--- src/rtl/nnfd_pkg.sv ---
// nnfd_pkg: shared widths, register codes, reset values and result type
// for the nearest-neighbor fit downscale unit; no dependencies
`timescale 1ns / 1ps

package nnfd_pkg;

  localparam int unsigned MAX_DIM_DEF = 4096;

  localparam int unsigned DIM_W     = 13;
  localparam int unsigned CH_W      = 3;
  localparam int unsigned PIX_W     = 32;
  localparam int unsigned CFG_IDX_W = 2;
  localparam int unsigned CFG_W     = 13;
  localparam int unsigned DIV_W     = 2 * DIM_W;

  localparam logic [DIM_W-1:0] SRC_WIDTH_RST  = 13'd640;
  localparam logic [DIM_W-1:0] SRC_HEIGHT_RST = 13'd480;
  localparam logic [DIM_W-1:0] MAX_SIZE_RST   = 13'd256;
  localparam logic [CH_W-1:0]  CHANNELS_RST   = 3'd4;

  // channel count that keeps all four pixel bytes
  localparam logic [CH_W-1:0] CH_FULL = 3'd4;

  typedef enum logic [CFG_IDX_W-1:0] {
    REG_SRC_WIDTH  = 2'd0,
    REG_SRC_HEIGHT = 2'd1,
    REG_MAX_SIZE   = 2'd2,
    REG_CHANNELS   = 2'd3
  } cfg_reg_e;

  typedef struct packed {
    logic [PIX_W-1:0] out_pixel;
    logic             frame_last;
  } res_item_t;

endpackage

--- src/rtl/nnfd_src_if.sv ---
// nnfd_src_if: valid/ready channel carrying one source pixel
// depends on nnfd_pkg
`timescale 1ns / 1ps

interface nnfd_src_if;
  logic                      valid;
  logic                      ready;
  logic [nnfd_pkg::PIX_W-1:0] src_pixel;

  modport source (output valid, output src_pixel, input ready);
  modport sink   (input valid, input src_pixel, output ready);
endinterface

--- src/rtl/nnfd_res_if.sv ---
// nnfd_res_if: valid/ready channel carrying one selected pixel and frame mark
// depends on nnfd_pkg
`timescale 1ns / 1ps

interface nnfd_res_if;
  logic                      valid;
  logic                      ready;
  logic [nnfd_pkg::PIX_W-1:0] out_pixel;
  logic                      frame_last;

  modport source (output valid, output out_pixel, output frame_last, input ready);
  modport sink   (input valid, input out_pixel, input frame_last, output ready);
endinterface

--- src/rtl/nnfd_div.sv ---
// nnfd_div: restoring divider, one quotient bit per cycle
// standalone, no package dependency
`timescale 1ns / 1ps

module nnfd_div #(
  parameter int unsigned DW = 26,
  parameter int unsigned VW = 13
) (
  input  logic          clk_i,
  input  logic          rst_ni,
  input  logic          start_i,
  input  logic [DW-1:0] dividend_i,
  input  logic [VW-1:0] divisor_i,
  output logic          busy_o,
  output logic [DW-1:0] quot_o,
  output logic [VW-1:0] rem_o
);

  localparam int unsigned CNTW = $clog2(DW + 1);

  logic [DW-1:0]   quot_q, quot_d;
  logic [VW-1:0]   rem_q, rem_d;
  logic [VW-1:0]   dsr_q;
  logic [CNTW-1:0] cnt_q;
  logic            busy_q;

  logic [VW:0] work;
  logic [VW:0] diff;
  logic        ge;

  // shift in the next dividend bit and try a subtract
  assign work = {rem_q, quot_q[DW-1]};
  assign ge   = work >= {1'b0, dsr_q};
  assign diff = work - {1'b0, dsr_q};

  always_comb begin
    rem_d  = ge ? diff[VW-1:0] : work[VW-1:0];
    quot_d = {quot_q[DW-2:0], ge};
  end

  always_ff @(posedge clk_i or negedge rst_ni) begin
    if (!rst_ni) begin
      busy_q <= 1'b0;
      cnt_q  <= '0;
    end else if (start_i) begin
      busy_q <= 1'b1;
      cnt_q  <= CNTW'(DW);
    end else if (busy_q) begin
      cnt_q <= cnt_q - 1'b1;
      if (cnt_q == CNTW'(1)) begin
        busy_q <= 1'b0;
      end
    end
  end

  always_ff @(posedge clk_i) begin
    if (start_i) begin
      quot_q <= dividend_i;
      rem_q  <= '0;
      dsr_q  <= divisor_i;
    end else if (busy_q) begin
      quot_q <= quot_d;
      rem_q  <= rem_d;
    end
  end

  assign busy_o = busy_q;
  assign quot_o = quot_q;
  assign rem_o  = rem_q;

endmodule

--- src/rtl/nnfd_skid.sv ---
// nnfd_skid: output register plus one skid entry for the result channel
// depends on nnfd_pkg and nnfd_res_if
`timescale 1ns / 1ps

module nnfd_skid (
  input  logic                clk_i,
  input  logic                rst_ni,
  input  logic                push_i,
  input  nnfd_pkg::res_item_t push_data_i,
  output logic                ready_o,
  nnfd_res_if.source          res_o
);

  nnfd_pkg::res_item_t main_q, skid_q;
  logic                main_v_q, skid_v_q;
  logic                pop;

  assign pop     = main_v_q && res_o.ready;
  assign ready_o = !skid_v_q;

  always_ff @(posedge clk_i or negedge rst_ni) begin
    if (!rst_ni) begin
      main_v_q <= 1'b0;
      skid_v_q <= 1'b0;
    end else if (pop) begin
      if (skid_v_q) begin
        skid_v_q <= 1'b0;
      end else begin
        main_v_q <= push_i;
      end
    end else if (push_i) begin
      if (main_v_q) begin
        skid_v_q <= 1'b1;
      end else begin
        main_v_q <= 1'b1;
      end
    end
  end

  always_ff @(posedge clk_i) begin
    if (pop) begin
      if (skid_v_q) begin
        main_q <= skid_q;
      end else if (push_i) begin
        main_q <= push_data_i;
      end
    end else if (push_i) begin
      if (main_v_q) begin
        skid_q <= push_data_i;
      end else begin
        main_q <= push_data_i;
      end
    end
  end

  assign res_o.valid      = main_v_q;
  assign res_o.out_pixel  = main_q.out_pixel;
  assign res_o.frame_last = main_q.frame_last;

  a_skid_needs_main: assert property (@(posedge clk_i) disable iff (!rst_ni)
    skid_v_q |-> main_v_q)
    else $error("skid entry held while output register empty");

  a_no_push_when_full: assert property (@(posedge clk_i) disable iff (!rst_ni)
    push_i |-> !skid_v_q)
    else $error("result pushed while skid entry occupied");

  a_stalled_result_kept: assert property (@(posedge clk_i) disable iff (!rst_ni)
    (main_v_q && !res_o.ready) |=> main_v_q)
    else $error("stalled result dropped");

endmodule

--- src/rtl/nearest_neighbor_fit_downscale_unit.sv ---
// nearest_neighbor_fit_downscale_unit: top level of the fit downscaler
// depends on nnfd_pkg, nnfd_src_if, nnfd_res_if, nnfd_div and nnfd_skid
`timescale 1ns / 1ps

// usage
//   src_i   : source pixels in raster order, one transfer per pixel
//   res_o   : the nearest-neighbor picks of the scaled image, frame_last on
//             the final pick of each frame
//   cfg_*   : write port for src_width, src_height, max_size, channels
// timing
//   a result is registered in the output register, or in the skid entry on
//   a stall, on the transfer of the source pixel that it copies; one source
//   pixel is taken every cycle while src_i ready is high
//   after reset and after any register write the step quotient, remainder
//   and output size are recomputed by two 26-step bit-serial dividers; src_i
//   ready stays low meanwhile (register writes are taken as usual, a write
//   during the run queues one more run)
//   an output register and a skid entry sit in front of res_o; src_i keeps
//   taking pixels into a stall and ready drops only once both are full
// reset
//   registers return to 640 x 480, max_size 256, four channels; all pixel
//   counters and the output size go to zero

module nearest_neighbor_fit_downscale_unit #(
  parameter int unsigned MAX_DIM = nnfd_pkg::MAX_DIM_DEF
) (
  input  logic                          clk_i,
  input  logic                          rst_ni,
  input  logic                          cfg_we_i,
  input  logic [nnfd_pkg::CFG_IDX_W-1:0] cfg_idx_i,
  input  logic [nnfd_pkg::CFG_W-1:0]     cfg_data_i,
  nnfd_src_if.sink                      src_i,
  nnfd_res_if.source                    res_o
);

  localparam int unsigned DW = nnfd_pkg::DIM_W;
  localparam int unsigned CW = $clog2(MAX_DIM);
  // a pick can run one step past the last column, up to about twice the size
  localparam int unsigned PW = CW + 2;

  typedef struct packed {
    logic [PW-1:0] pick;
    logic [DW-1:0] rem;
  } adv_t;

  // ---------------------------------------------------------------- registers
  logic [DW-1:0]             src_w_q, src_h_q, max_q;
  logic [nnfd_pkg::CH_W-1:0] chan_q;

  always_ff @(posedge clk_i or negedge rst_ni) begin
    if (!rst_ni) begin
      src_w_q <= nnfd_pkg::SRC_WIDTH_RST;
      src_h_q <= nnfd_pkg::SRC_HEIGHT_RST;
      max_q   <= nnfd_pkg::MAX_SIZE_RST;
      chan_q  <= nnfd_pkg::CHANNELS_RST;
    end else if (cfg_we_i) begin
      case (nnfd_pkg::cfg_reg_e'(cfg_idx_i))
        nnfd_pkg::REG_SRC_WIDTH:  src_w_q <= cfg_data_i[DW-1:0];
        nnfd_pkg::REG_SRC_HEIGHT: src_h_q <= cfg_data_i[DW-1:0];
        nnfd_pkg::REG_MAX_SIZE:   max_q   <= cfg_data_i[DW-1:0];
        nnfd_pkg::REG_CHANNELS:   chan_q  <= cfg_data_i[nnfd_pkg::CH_W-1:0];
        default: ;
      endcase
    end
  end

  // ---------------------------------------------------------------- geometry
  logic          w_gt_h;
  logic [DW-1:0] big, short_side;
  logic          geo_ok;

  assign w_gt_h     = src_w_q > src_h_q;
  assign big        = w_gt_h ? src_w_q : src_h_q;
  assign short_side = w_gt_h ? src_h_q : src_w_q;
  assign geo_ok = (src_w_q != '0) && (src_h_q != '0) && (max_q != '0) &&
                  (32'(src_w_q) <= MAX_DIM) && (32'(src_h_q) <= MAX_DIM);

  // ---------------------------------------------------------------- dividers
  // step = big / max_size, smaller output side = short side * max_size / big
  logic                          calc_pend_q;
  logic                          div_start;
  logic                          busy_step, busy_side;
  logic                          div_busy;
  logic [nnfd_pkg::DIV_W-1:0]    side_prod;
  logic [nnfd_pkg::DIV_W-1:0]    quot_step, quot_side;
  logic [DW-1:0]                 rem_step, rem_side;

  assign div_busy  = busy_step || busy_side;
  assign div_start = calc_pend_q && !div_busy;
  assign side_prod = short_side * max_q;

  always_ff @(posedge clk_i or negedge rst_ni) begin
    if (!rst_ni) begin
      calc_pend_q <= 1'b1;
    end else if (cfg_we_i) begin
      calc_pend_q <= 1'b1;
    end else if (div_start) begin
      calc_pend_q <= 1'b0;
    end
  end

  nnfd_div #(.DW(nnfd_pkg::DIV_W), .VW(DW)) u_div_step (
    .clk_i      (clk_i),
    .rst_ni     (rst_ni),
    .start_i    (div_start),
    .dividend_i (nnfd_pkg::DIV_W'(big)),
    .divisor_i  (max_q),
    .busy_o     (busy_step),
    .quot_o     (quot_step),
    .rem_o      (rem_step)
  );

  nnfd_div #(.DW(nnfd_pkg::DIV_W), .VW(DW)) u_div_side (
    .clk_i      (clk_i),
    .rst_ni     (rst_ni),
    .start_i    (div_start),
    .dividend_i (side_prod),
    .divisor_i  (big),
    .busy_o     (busy_side),
    .quot_o     (quot_side),
    .rem_o      (rem_side)
  );

  logic [DW-1:0] step_q, step_r;
  logic [DW-1:0] stage_ow, stage_oh;
  logic          upscale;

  // quotients fit the field width whenever the geometry is valid
  assign step_q  = quot_step[DW-1:0];
  assign step_r  = rem_step;
  assign upscale = max_q > big;

  always_comb begin
    if (upscale) begin
      stage_ow = '0;
      stage_oh = '0;
    end else if (w_gt_h) begin
      stage_ow = max_q;
      stage_oh = quot_side[DW-1:0];
    end else begin
      stage_ow = quot_side[DW-1:0];
      stage_oh = max_q;
    end
  end

  // ---------------------------------------------------------------- counters
  logic [CW-1:0] src_col_q, src_col_d, src_row_q, src_row_d;
  logic [DW-1:0] out_col_q, out_col_d, out_row_q, out_row_d;
  logic [PW-1:0] pick_col_q, pick_col_d, pick_row_q, pick_row_d;
  logic [DW-1:0] rem_col_q, rem_col_d, rem_row_q, rem_row_d;
  logic [DW-1:0] out_w_q, out_w_d, out_h_q, out_h_d;

  // quotient plus remainder stepping of one pick position
  function automatic adv_t advance(input logic [PW-1:0] pick, input logic [DW-1:0] rem,
                                   input logic [DW-1:0] q, input logic [DW-1:0] r,
                                   input logic [DW-1:0] m);
    logic [DW:0] sum;
    logic        carry;
    adv_t        res;
    sum      = {1'b0, rem} + {1'b0, r};
    carry    = sum >= {1'b0, m};
    res.rem  = carry ? DW'(sum - {1'b0, m}) : sum[DW-1:0];
    res.pick = pick + PW'(q) + PW'(carry);
    return res;
  endfunction

  logic          frame_start;
  logic [DW-1:0] ow_eff, oh_eff;
  logic          hit, col_wrap, row_wrap, row_pick;
  logic          is_last;
  logic          src_acc;
  logic          skid_rdy;
  adv_t          adv_col, adv_row;

  assign src_acc = src_i.valid && src_i.ready;
  assign src_i.ready = !calc_pend_q && !div_busy && skid_rdy;

  // output size is sampled on the first pixel of each frame
  assign frame_start = (src_col_q == '0) && (src_row_q == '0);
  assign ow_eff      = frame_start ? stage_ow : out_w_q;
  assign oh_eff      = frame_start ? stage_oh : out_h_q;

  assign hit = (out_row_q < oh_eff) && (out_col_q < ow_eff) &&
               (PW'(src_row_q) == pick_row_q) && (PW'(src_col_q) == pick_col_q);
  assign is_last = (({1'b0, out_row_q} + 1'b1) == {1'b0, oh_eff}) &&
                   (({1'b0, out_col_q} + 1'b1) == {1'b0, ow_eff});

  assign col_wrap = (({1'b0, src_col_q} + 1'b1) >= src_w_q);
  assign row_wrap = (({1'b0, src_row_q} + 1'b1) >= src_h_q);
  assign row_pick = (out_row_q < oh_eff) && (PW'(src_row_q) == pick_row_q);

  assign adv_col = advance(pick_col_q, rem_col_q, step_q, step_r, max_q);
  assign adv_row = advance(pick_row_q, rem_row_q, step_q, step_r, max_q);

  always_comb begin
    src_col_d  = src_col_q;
    src_row_d  = src_row_q;
    out_col_d  = out_col_q;
    out_row_d  = out_row_q;
    pick_col_d = pick_col_q;
    pick_row_d = pick_row_q;
    rem_col_d  = rem_col_q;
    rem_row_d  = rem_row_q;
    out_w_d    = ow_eff;
    out_h_d    = oh_eff;

    if (hit) begin
      out_col_d  = out_col_q + 1'b1;
      pick_col_d = adv_col.pick;
      rem_col_d  = adv_col.rem;
    end

    if (col_wrap) begin
      src_col_d = '0;
      if (row_pick) begin
        out_row_d  = out_row_q + 1'b1;
        pick_row_d = adv_row.pick;
        rem_row_d  = adv_row.rem;
      end
      out_col_d  = '0;
      pick_col_d = '0;
      rem_col_d  = '0;
      if (row_wrap) begin
        src_row_d  = '0;
        out_row_d  = '0;
        pick_row_d = '0;
        rem_row_d  = '0;
      end else begin
        src_row_d = src_row_q + 1'b1;
      end
    end else begin
      src_col_d = src_col_q + 1'b1;
    end

    // bad geometry holds everything at zero
    if (!geo_ok) begin
      src_col_d  = '0;
      src_row_d  = '0;
      out_col_d  = '0;
      out_row_d  = '0;
      pick_col_d = '0;
      pick_row_d = '0;
      rem_col_d  = '0;
      rem_row_d  = '0;
      out_w_d    = '0;
      out_h_d    = '0;
    end
  end

  always_ff @(posedge clk_i or negedge rst_ni) begin
    if (!rst_ni) begin
      src_col_q  <= '0;
      src_row_q  <= '0;
      out_col_q  <= '0;
      out_row_q  <= '0;
      pick_col_q <= '0;
      pick_row_q <= '0;
      rem_col_q  <= '0;
      rem_row_q  <= '0;
      out_w_q    <= '0;
      out_h_q    <= '0;
    end else if (src_acc) begin
      src_col_q  <= src_col_d;
      src_row_q  <= src_row_d;
      out_col_q  <= out_col_d;
      out_row_q  <= out_row_d;
      pick_col_q <= pick_col_d;
      pick_row_q <= pick_row_d;
      rem_col_q  <= rem_col_d;
      rem_row_q  <= rem_row_d;
      out_w_q    <= out_w_d;
      out_h_q    <= out_h_d;
    end
  end

  // ---------------------------------------------------------------- results
  nnfd_pkg::res_item_t push_data;
  logic                push;

  assign push = src_acc && geo_ok && hit;

  always_comb begin
    push_data.out_pixel  = src_i.src_pixel;
    push_data.frame_last = is_last;
    // any channel count other than four: upper byte forced to zero
    if (chan_q != nnfd_pkg::CH_FULL) begin
      push_data.out_pixel = {8'h00, src_i.src_pixel[23:0]};
    end
  end

  nnfd_skid u_skid (
    .clk_i       (clk_i),
    .rst_ni      (rst_ni),
    .push_i      (push),
    .push_data_i (push_data),
    .ready_o     (skid_rdy),
    .res_o       (res_o)
  );

  // ---------------------------------------------------------------- checks
  a_out_col_bound: assert property (@(posedge clk_i) disable iff (!rst_ni)
    out_col_q <= out_w_q)
    else $error("output column ran past the output width");

  a_cfg_blocks_input: assert property (@(posedge clk_i) disable iff (!rst_ni)
    cfg_we_i |=> !src_i.ready)
    else $error("pixel taken before derived values were recomputed");

  a_bad_geo_clears: assert property (@(posedge clk_i) disable iff (!rst_ni)
    (src_acc && !geo_ok) |=> (out_w_q == '0 && out_h_q == '0 && src_col_q == '0))
    else $error("state not cleared on invalid geometry");

endmodule

--- src/flat_wrapper.sv ---
// flat-port wrapper written by rule: the top's interface ports become plain ports
module nearest_neighbor_fit_downscale_unit_flat 
#(
  parameter int unsigned MAX_DIM = nnfd_pkg::MAX_DIM_DEF
)
  (clk_i, rst_ni, cfg_we_i, cfg_idx_i, cfg_data_i, src_i_valid, src_i_src_pixel, src_i_ready, res_o_valid, res_o_out_pixel, res_o_frame_last, res_o_ready);
  nnfd_src_if src_i_i ();
  nnfd_res_if res_o_i ();
  input  logic clk_i;
  input  logic rst_ni;
  input  logic cfg_we_i;
  input  logic [nnfd_pkg::CFG_IDX_W-1:0] cfg_idx_i;
  input  logic [nnfd_pkg::CFG_W-1:0] cfg_data_i;
  input wire logic [$bits(src_i_i.valid)-1:0] src_i_valid;
  input wire logic [$bits(src_i_i.src_pixel)-1:0] src_i_src_pixel;
  output wire logic [$bits(src_i_i.ready)-1:0] src_i_ready;
  output wire logic [$bits(res_o_i.valid)-1:0] res_o_valid;
  output wire logic [$bits(res_o_i.out_pixel)-1:0] res_o_out_pixel;
  output wire logic [$bits(res_o_i.frame_last)-1:0] res_o_frame_last;
  input wire logic [$bits(res_o_i.ready)-1:0] res_o_ready;
  assign src_i_i.valid = src_i_valid;
  assign src_i_i.src_pixel = src_i_src_pixel;
  assign src_i_ready = src_i_i.ready;
  assign res_o_valid = res_o_i.valid;
  assign res_o_out_pixel = res_o_i.out_pixel;
  assign res_o_frame_last = res_o_i.frame_last;
  assign res_o_i.ready = res_o_ready;
  nearest_neighbor_fit_downscale_unit #(.MAX_DIM(MAX_DIM)) u_core (.clk_i(clk_i), .rst_ni(rst_ni), .cfg_we_i(cfg_we_i), .cfg_idx_i(cfg_idx_i), .cfg_data_i(cfg_data_i), .src_i(src_i_i), .res_o(res_o_i));
endmodule
--- config.mk ---
export PLATFORM = sky130hd
export DESIGN_NAME = nearest_neighbor_fit_downscale_unit_flat
export DESIGN_NICKNAME = d
export VERILOG_FILES = /design/src/rtl/nnfd_pkg.sv /design/src/rtl/nnfd_src_if.sv /design/src/rtl/nnfd_res_if.sv /design/src/rtl/nnfd_div.sv /design/src/rtl/nnfd_skid.sv /design/src/rtl/nearest_neighbor_fit_downscale_unit.sv /design/src/flat_wrapper.sv
export SDC_FILE = /design/constraint.sdc
export NUM_CORES = 1
export LEC_CHECK = 0
export BUFFER_PORTS_ARGS = -buffer_cell sky130_fd_sc_hd__buf_2
export CAP_MARGIN = 20
export CORE_ASPECT_RATIO = 1.4
export CORE_UTILIZATION = 60
export CTS_CLUSTER_SIZE = 30
export DETAILED_ROUTE_END_ITERATION = 10
export GPL_ROUTABILITY_DRIVEN = 0
export HOLD_SLACK_MARGIN = 0.1
export PLACE_DENSITY_LB_ADDON = 0.2
export RECOVER_POWER = 50
export SYNTH_ARGS = -nofsm -noshare
export SYNTH_HDL_FRONTEND = slang
export SYNTH_SLANG_ARGS = --single-unit
--- constraint.sdc ---
create_clock -name clk_i -period 18.6 [get_ports clk_i]
set_input_delay 5.58 -clock clk_i [delete_from_list [all_inputs] [get_ports clk_i]]
set_output_delay 5.58 -clock clk_i [all_outputs]
set_load 0.01 [all_outputs]
==> results of run 1 <==
-- registers in the layout, summed over array words and instances (netlist names), 14 cells and up --
| register | cells |
|---|---|
| u_core.u_skid.skid_q | 33 |
| u_core.u_skid.res_o.out_pixel | 32 |
| u_core.u_div_side.quot_o | 26 |
| u_core.u_div_step.quot_o | 26 |
| u_core.pick_col_q | 14 |
| u_core.pick_row_q | 14 |
-- Yosys cell counts (75+ instances only) --
| cell type | n | area share [%] |
|---|---|---|
| mux2i_1 | 83 | 3.0 |
| ha_1 | 261 | 12 |
| nor2_1 | 205 | 2.7 |
| fa_1 | 131 | 9.3 |
| clkbuf_1 | 86 | 1.1 |
| a21oi_1 | 135 | 2.4 |
| inv_1 | 315 | 4.2 |
| xnor2_1 | 109 | 3.4 |
| nand2_1 | 462 | 6.2 |
| dfrtp_1 | 178 | 16 |
| edfxtp_1 | 131 | 14 |
| xor2_1 | 75 | 2.3 |
| o21ai_0 | 258 | 4.6 |
-- kinds of logic after synthesis --
kind of cell / count (synthesis) / synth area share (%)
buf+inv: 439 / 6.05
compound gates: 646 / 14.1
mux: 124 / 4.60
flops: 357 / 33.4
xor+xnor: 184 / 5.72
simple gates: 956 / 15.2
fa+ha+maj: 392 / 20.9
-- power groups by stage --
| stage | clock [mW] | combinational, mW | sequential, mW |
|---|---|---|---|
| floorplan | 0 | 3.19 | 0.970 |
| global placement | 0 | 4.02 | 1.01 |
| detailed placement | 0 | 4.18 | 1.01 |
| CTS | 0.830 | 4.22 | 0.996 |
| global route | 0.858 | 4.82 | 1.01 |
| finish | 0.819 | 4.23 | 1.00 |
-- worst paths after layout --
kind | start | to | slack, ns | depth (start not counted)
hold reg to reg | u_core.u_div_side.rem_o[6] | u_core.u_div_side.rem_o[6] | 0.49 | 2
min in group asynchronous | rst_ni | u_core.max_q[9] | 6.10 | 1
setup / recovery | u_core.src_h_q[3] | u_core.u_div_side.quot_o[25] | 6.12 | 25
setup reg to reg | u_core.src_h_q[3] | u_core.u_div_side.quot_o[25] | 6.12 | 25
max in group asynchronous | rst_ni | u_core.rem_col_q[5] | 7.55 | 3
hold / removal | u_core.u_div_side.rem_o[6] | u_core.u_div_side.rem_o[6] | 0.49 | 2
-- worst reg2reg max path: stages (launching register included) --
cell	delay (ns)
dfrtp_1	0.42
inv_1	0.11
ha_1	0.32
nand4_1	0.15
o221ai_1	0.21
a31oi_1	0.13
a21boi_0	1.38
clkbuf_1	2.73
a21oi_1	1.06
nor2_1	0.38
fa_1	0.49
fa_1	0.52
fa_1	0.53
fa_1	0.54
inv_1	0.06
fa_1	0.54
inv_1	0.05
ha_1	0.36
a21oi_1	0.20
and3b_1	0.21
a211oi_1	0.15
a2111oi_0	0.83
o311ai_0	0.26
a21oi_1	0.24
xnor2_1	0.14
o21ai_0	0.08
-- per-layer routing --
layer | GRT usage, % | wire, um | share of wire, % | vias to the layer above
met5 | 0 | 0 | 0 | -
met4 | 19.8 | 5050 | 6.5 | 0
met1 | 39.2 | 29400 | 38 | 11318
met3 | 5.27 | 5520 | 7.1 | 315
li1 | - | - | - | 10732
met2 | 57.0 | 37700 | 48 | 984
-- through the flow --
stage | cell area (um2) | power (mW) | utilization, %
6_report | 30500 | 6.05 | 66.0
5_1_grt | 30500 | 6.68 | 66.0
4_1_cts | 30600 | 6.04 | 66.3
3_5_place_dp | 29300 | 5.19 | 63.4
3_3_place_gp | 29300 | 5.02 | 63.4
2_1_floorplan | 28200 | 4.16 | -
-- cell type report --
class	instances	area share, %
repair buffers	134	2.23
flip-flops and latches	357	30.9
multi-input cells	2302	56.1
inverters	319	3.93
well taps	617	2.53
clock buffers	47	3.54
clock inverters	25	0.846
==> metrics.yaml, run 1 <==
outcome:
  status: "complete, but fails checks"
  violations: "max-capacitance violations, max-slew violations"
pwr:
  power.density_mw_per_mm2: 199
  power_frac_seq_pct: 16.6
  sw_frac_of_total_pct: 48.8
  p_comb_share_pct: 69.9
  leakagePower_nw: 14.5
  clkPwrFrac_pct: 13.5
  switching_power_mw: 2.95
  peakVddDrop_v: 0.000687
  p_int_mw: 3.10
worst_setup_path:
  crit_buf_inv: 4
  cp_slowest_stage_delay_ns: 2.73
  cp_max_fo: 79
  crit_type: "reg -> reg"
  arrival_ns: 12.65
  crit_required_ns: 18.77
  crit_family: "compound AO/OA/AOI/OAI gates"
  cp_slowest_cell: "clkbuf_1"
  endpoint_kind: "flop"
  cp_common_cell: "fa_1"
  cp-start-kind: "flop"
clocking:
  clk_pin_slew_ns: 0.06
  cts_buffers: 39
  cts_buffer_depth: 3
  cts_tree: "built"
  cts.sinks: 357
  clock_latency_ns: 0.55
  cts_setup_buffers: 0
  cts.htree.levels: 2
  hold_buffers: 0
  root_buffer: "clkbuf_16"
  ctsResizeCount: 0
detailed_routing:
  first_pass_iters: 6
  vias_per_cell: 6.14
  ant_nets: 0
  drtIter0Drc: 1713
  post-route-drc-count: 0
  wl_per_cell_um: 20.4
  vias: 23349
  drt_wl_total_mm: 77.7
floorplanning:
  die_h_um: 258
  core_mm2: 0.0462
  die_w_um: 185
  die-area_mm2: 0.0478
  num_rows: 93
  start_util_pct: 60.9
  pin_count: 87
logic_synthesis:
  syn_area_mm2: 0.0282
  synth_edf_count: 131
  synthCells: 3098
  synthFlopType: "dfrtp_1"
  synthesis.nets: 3542
  syn-mean-instance-area_um2: 9.09
  ys_seq_area_share_pct: 33.4
  netlist-cell-type-count: 85
  yosys_register_bits: 357
  synth-async-reset-ratio_pct: 52.4
  yosysWarnings: 0
timing:
  worst_clock_skew_ns: 0.0212
  setup_tns_ns: 0
  slew_headroom_pct: -151
  fin_crit_ns: 12.48
  worstMarginPinSlew_ns: 3.77
  rsz0062_at_grt: "no"
  setup_viol: 0
  setup_slack_ns: 6.12
  timing.hold.ws_ns: 0.486
  drv_slew: 415
  period_share_pct: 67.1
  max_freq_mhz: 80.1
  finalHoldViolations: 0
placed_design:
  dp_hpwl_mm: 58.6
  portBuffers: 86
  pre_cts_slack_ns: 9.46
  dp_cells: 3729
flow_run:
  maxCapViolCount: 8
final_layout:
  final_cells: 3801
  most-common-layout-cells: "nand2_1 (461), inv_1 (315), ha_1 (261)"
  nets: 3597
  multiInputGateArea_mm2: 0.0171
  final-seq-area_mm2: 0.00941
  final_common_cell: "nand2_1"
  drive_above_1_share_pct: 7.16
  num-fill-cells: 3789
  num_antenna_cells: 0
  area_delta_synth_final_pct: 8.24
grt:
  grt_use_total_pct: 33.3
  grt_overflow: 0
  grt_pass1_wl_mm: 125
  antenna_found_initial: 0
  grt_pass1_vias: 23824
  grt_max_degree: 80
worst_hold_path:
  hp-class: "reg -> reg"
(Power assumes the default switching activity.)
==> run 2, diff against run 1 <==
Settings changed: ABC_AREA from default to 1, CORE_UTILIZATION 60 to 58.
Clock period 18.6 ns to 11 ns, I/O delays scaled along.
==> run 2 against run 1 <==
Via count grew 5.7%; clock power grew 78%; maximum frequency grew 31%; non-clock buffer count shrank 22; final cell count grew 12%; the flow still finishes with violations (max-capacitance violations, max-slew violations); critical path type unchanged; core utilization shrank 2.2 points; worst hold slack gained 0.0014 ns; setup slack lost 4.6 ns; sequential share of layout area shrank 0.23 points; first-iteration DRC count grew 18%; highest routed layer is now met5; largest cell class unchanged; synthesized cell count grew 14%.
==> metrics.yaml, run 2 <==
logic_synthesis:
  synthFlopType: "dfrtp_1"
  netlist-cell-type-count: 59  # -31%
  syn-mean-instance-area_um2: 8.03  # -12%
  yosys_register_bits: 357  # unchanged
  synth_most_common_cell: "nand2_1"
  yosysWarnings: 0  # unchanged
  synthCells: 3525  # +14%
  yosys.area.top_type: "dfrtp_1"
  synth-async-reset-ratio_pct: 52.4  # unchanged
  yosys.area.top_type_share_pct: 15.7  # -0.093 points
  synth_edf_count: 131  # unchanged
  netlist_top_cells_area: "dfrtp_1 (16%), edfxtp_1 (14%), ha_1 (12%)"
  synthesis.nets: 3969  # +12%
  synth_commonest_cells: "nand2_1 (819), inv_1 (556), ha_1 (261)"
  syn_area_mm2: 0.0283  # +0.59%
  ys_seq_area_share_pct: 33.2  # -0.20 points
clocking:
  cts_tree: "built"
  ctsResizeCount: 0  # unchanged
  root_buffer: "clkbuf_16"
  clock_latency_ns: 0.56  # about the same
  hold_buffers: 0  # unchanged
  cts_buffers: 40  # +2.6%
  cts_buffer_depth: 3  # unchanged
  cts_setup_buffers: 0  # unchanged
  clk_pin_slew_ns: 0.06  # about the same
  cts.htree.levels: 2  # unchanged
  cts.sinks: 357  # unchanged
pwr:
  peakVddDrop_v: 0.00108  # +57%
  power.density_mw_per_mm2: 310  # +56%
  leakagePower_nw: 15.6  # +7.9%
placed_design:
  postPlaceCellArea_mm2: 0.0294  # +0.25%
  portBuffers: 86  # unchanged
  dp_hpwl_mm: 59.8  # +2.1%
detailed_routing:
  first_pass_iters: 6  # unchanged
  drtIter0Drc: 2017  # +18%
  vias_per_cell: 5.81  # -5.4%
  drt_wl_total_mm: 79.1  # +1.8%
  vias: 24679  # +5.7%
  routed-wl-met2_mm: 38.4  # +2.1%
  drt-met1-wl_mm: 30.0  # +1.9%
  post-route-drc-count: 0  # unchanged
  ant_nets: 0  # unchanged
  wl_per_cell_um: 18.6  # -8.9%
  top_layer: "met5"
  route.met3.wl_mm: 5.20  # -5.8%
worst_setup_path:
  worstReg2RegEnd: "u_core.u_div_side.quot_o[25]"
  cp_slowest_cell: "o21ai_1"
  crit_buf_inv: 6  # +2
  crit_required_ns: 11.30  # -7.47 ns
  reg2regPathDepth: 30  # +20%
  reg2reg_from: "u_core.src_h_q[8]"
  crit_type: "reg -> reg"
  endpoint_kind: "flop"
  cp-start-kind: "flop"
  cp_max_fo: 42  # -47%
  reg2reg_slack_ns: 1.51  # -4.61 ns
  cp_slowest_stage_delay_ns: 1.06  # -1.67 ns
  crit_family: "adder cells"
  arrival_ns: 9.79  # -2.86 ns
floorplanning:
  num_rows: 95  # +2.2%
  pin_count: 87  # unchanged
  die_w_um: 189  # +2.0%
  start_util_pct: 58.8  # -2.1 points
  die_h_um: 263  # +2.0%
  die-area_mm2: 0.0497  # +4.0%
  core_mm2: 0.0481  # +4.2%
final_layout:
  num-fill-cells: 4151  # +9.6%
  largest_register: "u_core.u_skid.skid_q"
  fin_area_mm2: 0.0307  # +0.76%
  area_delta_synth_final_pct: 8.42
  drive_above_1_share_pct: 6.05  # -1.1 points
  num_antenna_cells: 0  # unchanged
  final_common_cell: "nand2_1"
  most-common-layout-cells: "nand2_1 (818), inv_1 (559), ha_1 (261)"
  nets: 4031  # +12%
  largest_reg_flops: 33  # unchanged
grt:
  antenna_found_initial: 1  # +1
  grt_pass1_wl_mm: 127  # +2.0%
  grt_use_total_pct: 32.2  # -1.1 points
  grt_overflow: 0  # unchanged
  grt_pass1_vias: 24847  # +4.3%
  grt_max_degree: 69  # -14%
timing:
  setup_tns_ns: 0  # unchanged
  period_share_pct: 86.3  # +19 points
  worstMarginPinSlew_ns: 3.55  # -0.218 ns
  slew_headroom_pct: -137  # +15 points
  worst_clock_skew_ns: 0.0376  # +0.0164 ns
  finalHoldViolations: 0  # unchanged
  setup_viol: 0  # unchanged
  rsz0062_at_grt: "no"
  fin_crit_ns: 9.49  # -2.99 ns
  max_freq_mhz: 105  # +31%
  drv_slew: 347  # -16%
worst_hold_path:
  hp-class: "reg -> reg"
  hold_path_end: "u_core.u_div_side.rem_o[2]"
  whs_path_depth: 2  # unchanged
  hp-start: "u_core.u_div_side.rem_o[2]"
outcome:
  violations: "max-capacitance violations, max-slew violations"
  status: "complete, but fails checks"
flow_run:
  maxCapViolCount: 7  # -1
-- run 2: cell types whose count changed after synthesis, moves of 30 or more --
cell / change
inv_1: +241
and2_1: -37
nand2_1: +357
nand3_1: +88
xnor2_1: -70
mux2i_1: -83
a21o_1: -48
nor2b_1: -30
o22ai_1: +54
-- run 2: layer usage --
metal  vias up  track usage, %
met5         -               0
met4         2            20.0
met3       297            4.67
met2       987            55.0
met1     11686            37.8
li1      11707               -
-- run 2: kinds of logic (layout without fill, tap and decap cells) --
family	after synthesis	count (layout)	share of synthesized area, %
flip-flops	357	357	33.2
multiplexers	12	12	0.477
AO/OA/AOI/OAI	613	613	12.3
adder cells (fa/ha/maj)	392	392	20.8
XOR/XNOR	131	131	4.05
buffers and inverters	672	766	9.12
AND/OR/NAND/NOR	1348	1348	20.1
-- run 2: per-stage QoR --
stage	total power [mW]	hold slack (ns)	setup slack [ns]	utilization (%)	cells
after detailed placement	7.98	0.467	1.86	61.0	4174
after floorplan	6.46	0.445	3.85	-	3525
after global placement	7.77	0.465	2.00	61.0	4174
final	9.51	0.487	1.51	63.8	4249
after global routing	10.5	0.509	0.923	63.8	4249
after CTS	9.49	0.484	1.80	63.9	4248
-- run 2: worst max-delay path by stage --
| stage | from | endpoint | slack, ns | cells after the start |
|---|---|---|---|---|
| 2_1_floorplan | u_core.src_h_q[8] | u_core.u_skid.skid_q[0] | 3.85 | 30 |
| 3_3_place_gp | u_core.src_h_q[8] | u_core.u_div_side.quot_o[25] | 2.00 | 30 |
| 3_5_place_dp | u_core.src_h_q[8] | u_core.u_div_side.quot_o[25] | 1.86 | 30 |
| 4_1_cts | u_core.src_h_q[8] | u_core.u_div_side.quot_o[25] | 1.80 | 30 |
| 5_1_grt | u_core.src_h_q[8] | u_core.u_div_side.quot_o[25] | 0.92 | 30 |
| 6_report | u_core.src_h_q[8] | u_core.u_div_side.quot_o[25] | 1.51 | 30 |
-- run 2: worst reg2reg max path, delay by kind of cell, from the launching register on --
kind	cells	cell delay, ns
AO/OA/AOI/OAI	8	2.67
adder cells (fa/ha/maj)	7	3.32
buffers and inverters	6	0.57
flip-flops	1	0.56
AND/OR/NAND/NOR	9	2.12
-- run 2: final cells by class --
cell class	count	area (um2)	share of cell area (%)
Sequential cell	357	9410	30.6
Inverter	580	2180	7.10
Tap cell	630	788	2.57
Clock buffer	50	1170	3.83
Timing Repair Buffer	112	552	1.80
Multi-Input combinational cell	2496	16300	53.2
Clock inverter	24	258	0.839
-- run 2: where the power goes --
part	total (mW)	switching (mW)	leakage, nW	internal (mW)
Clock	1.46	0.596	0.718	0.862
Combinational	6.29	3.92	11.3	2.37
Sequential	1.76	0.189	3.63	1.57
==> run 3, diff against run 2 <==
Settings changed: ABC_AREA 1 to default.
==> run 3 against run 2 <==
The run still ends with max-capacitance violations, max-slew violations left; register-to-register slack better by 0.14 ns; final cell count is 10% lower; die area fell by 0.58%; global-route usage up 0.30 points; non-clock buffer count up 20; clock power fell by 11%; core utilization decreased by 0.32 points; sequential share of layout area rose by 0.31 points; largest power group unchanged; highest routed layer is now met4.
==> metrics.yaml, run 3 (same netlist as run 1, synthesis figures left out) <==
final_layout:
  num-fill-cells: 3983  # -4.0%
  nets: 3595  # -11%
  final_cells: 3812  # -10%
  largest_register: "u_core.u_skid.skid_q"
  largest_reg_flops: 33  # unchanged
  final_common_cell: "nand2_1"
  area_delta_synth_final_pct: 7.98
  most-common-layout-cells: "nand2_1 (461), inv_1 (315), ha_1 (261)"
  num_antenna_cells: 0  # unchanged
  drive_above_1_share_pct: 7.04  # +0.99 points
placed_design:
  dp_hpwl_mm: 59.1  # -1.2%
  portBuffers: 86  # unchanged
  dp_cells: 3737  # -10%
grt:
  grt_overflow: 0  # unchanged
  grt_use_total_pct: 32.5  # +0.30 points
  grt_pass1_wl_mm: 127  # about the same
  grt_max_degree: 79  # +14%
  grt_pass1_vias: 24161  # -2.8%
  antenna_found_initial: 0  # -1
clocking:
  clock_latency_ns: 0.55  # about the same
  cts_buffers: 39  # -2.5%
  root_buffer: "clkbuf_16"
  cts_buffer_depth: 3  # unchanged
  cts.htree.levels: 2  # unchanged
  ctsResizeCount: 0  # unchanged
  hold_buffers: 0  # unchanged
  cts_tree: "built"
  cts_setup_buffers: 0  # unchanged
  clk_pin_slew_ns: 0.06  # about the same
  cts.sinks: 357  # unchanged
pwr:
  switching_power_mw: 5.00  # +6.4%
  peakVddDrop_v: 0.00109  # +1.2%
  p_comb_share_pct: 70.6  # +4.4 points
  power.density_mw_per_mm2: 335  # +8.1%
  sw_frac_of_total_pct: 49.2  # -0.29 points
  power_frac_seq_pct: 16.6  # -1.9 points
  leakagePower_nw: 14.5  # -7.5%
  p_int_mw: 5.17  # +7.6%
  clkPwrFrac_pct: 12.8  # -2.5 points
timing:
  rsz0062_at_grt: "no"
  period_share_pct: 85.0  # -1.3 points
  setup_viol: 0  # unchanged
  timing.hold.ws_ns: 0.462  # -0.0251 ns
  setup_tns_ns: 0  # unchanged
  fin_crit_ns: 9.35  # -0.138 ns
  max_freq_mhz: 107  # +1.5%
  drv_slew: 336  # -3.2%
  finalHoldViolations: 0  # unchanged
  worst_clock_skew_ns: 0.0176  # -0.0200 ns
  slew_headroom_pct: -154  # -17 points
  worstMarginPinSlew_ns: 3.81  # +0.261 ns
floorplanning:
  start_util_pct: 58.8  # about the same
  core_mm2: 0.0479  # -0.49%
  die_h_um: 263  # -0.29%
  pin_count: 87  # unchanged
  die-area_mm2: 0.0494  # -0.58%
  die_w_um: 188  # -0.29%
  num_rows: 95  # unchanged
worst_setup_path:
  crit_required_ns: 11.14  # -0.16 ns
  arrival_ns: 9.49  # -0.30 ns
  cp-start-kind: "flop"
  cp_common_cell: "fa_1"
  crit_type: "reg -> reg"
  endpoint_kind: "flop"
  cp_slowest_stage_delay_ns: 0.85  # -0.21 ns
  cp_slowest_cell: "a21boi_4"
  crit_family: "compound AO/OA/AOI/OAI gates"
  crit_buf_inv: 5  # -1
  cp_max_fo: 53  # +26%
detailed_routing:
  vias_per_cell: 6.13  # +5.6%
  drt_wl_total_mm: 78.8  # -0.38%
  wl_per_cell_um: 20.7  # +11%
  post-route-drc-count: 0  # unchanged
  drtIter0Drc: 1713  # -15%
  vias: 23386  # -5.2%
  first_pass_iters: 8  # +2
  ant_nets: 0  # unchanged
outcome:
  status: "complete, but fails checks"
  violations: "max-capacitance violations, max-slew violations"
worst_hold_path:
  hp-class: "reg -> reg"
flow_run:
  maxCapViolCount: 7  # unchanged
==> run 3: final cells by class <==
class                      count  area (um2)  share of cell area (%)
inverter                     319        1200                    3.94
multi-input combinational   2302       17100                    56.2
timing repair buffer         132         671                    2.21
clock inverter                20         178                   0.584
sequential                   357        9410                    30.9
clock buffer                  52        1070                    3.51
tap                          630         788                    2.59
==> run 3: per-layer routing <==
| layer | vias to the layer above | routed length (um) | global-route usage (%) |
|---|---|---|---|
| met5 | - | 0 | 0 |
| met1 | 11372 | 29500 | 37.8 |
| met4 | 0 | 5650 | 21.2 |
| met2 | 971 | 38200 | 55.4 |
| met3 | 331 | 5400 | 4.91 |
| li1 | 10712 | - | - |
==> run 3: worst min-delay path: cells and delay by family, from the launching register on <==
family	cells	cell delay, ns
simple gates	1	0.05
flops	1	0.33
compound gates	1	0.05
==> run 3: path summary, 6_finish.rpt <==
| kind | start | endpoint | slack [ns] | cells after the start |
|---|---|---|---|---|
| setup / recovery | u_core.src_h_q[1] | u_core.u_div_side.quot_o[25] | 1.65 | 26 |
| hold / removal | u_core.u_div_step.quot_o[24] | u_core.u_div_step.quot_o[25] | 0.46 | 2 |
| setup reg to reg | u_core.src_h_q[1] | u_core.u_div_side.quot_o[25] | 1.65 | 26 |
| hold reg to reg | u_core.u_div_step.quot_o[24] | u_core.u_div_step.quot_o[25] | 0.46 | 2 |
| max in group asynchronous | rst_ni | u_core.u_skid.skid_v_q | 2.32 | 3 |
| min in group asynchronous | rst_ni | u_core.out_col_q[0] | 3.94 | 1 |
==> run 3: stage by stage <==
step | instance area [um2] | setup WS (ns) | total power [mW] | util [%]
3_5_place_dp | 29300 | 1.85 | 8.79 | 61.1
5_1_grt | 30400 | 1.12 | 11.2 | 63.5
3_3_place_gp | 29300 | 1.93 | 8.48 | 61.1
4_1_cts | 30500 | 1.82 | 10.2 | 63.7
6_report | 30400 | 1.65 | 10.2 | 63.5
2_1_floorplan | 28200 | 2.99 | 7.03 | -
==> run 3: power by group through the flow <==
stage / combinational, mW / sequential, mW / clock (mW)
after global placement: 6.78 / 1.70 / 0
after CTS: 7.16 / 1.68 / 1.32
final: 7.18 / 1.69 / 1.30
after detailed placement: 7.09 / 1.70 / 0
after global routing: 8.13 / 1.70 / 1.36
after floorplan: 5.39 / 1.64 / 0
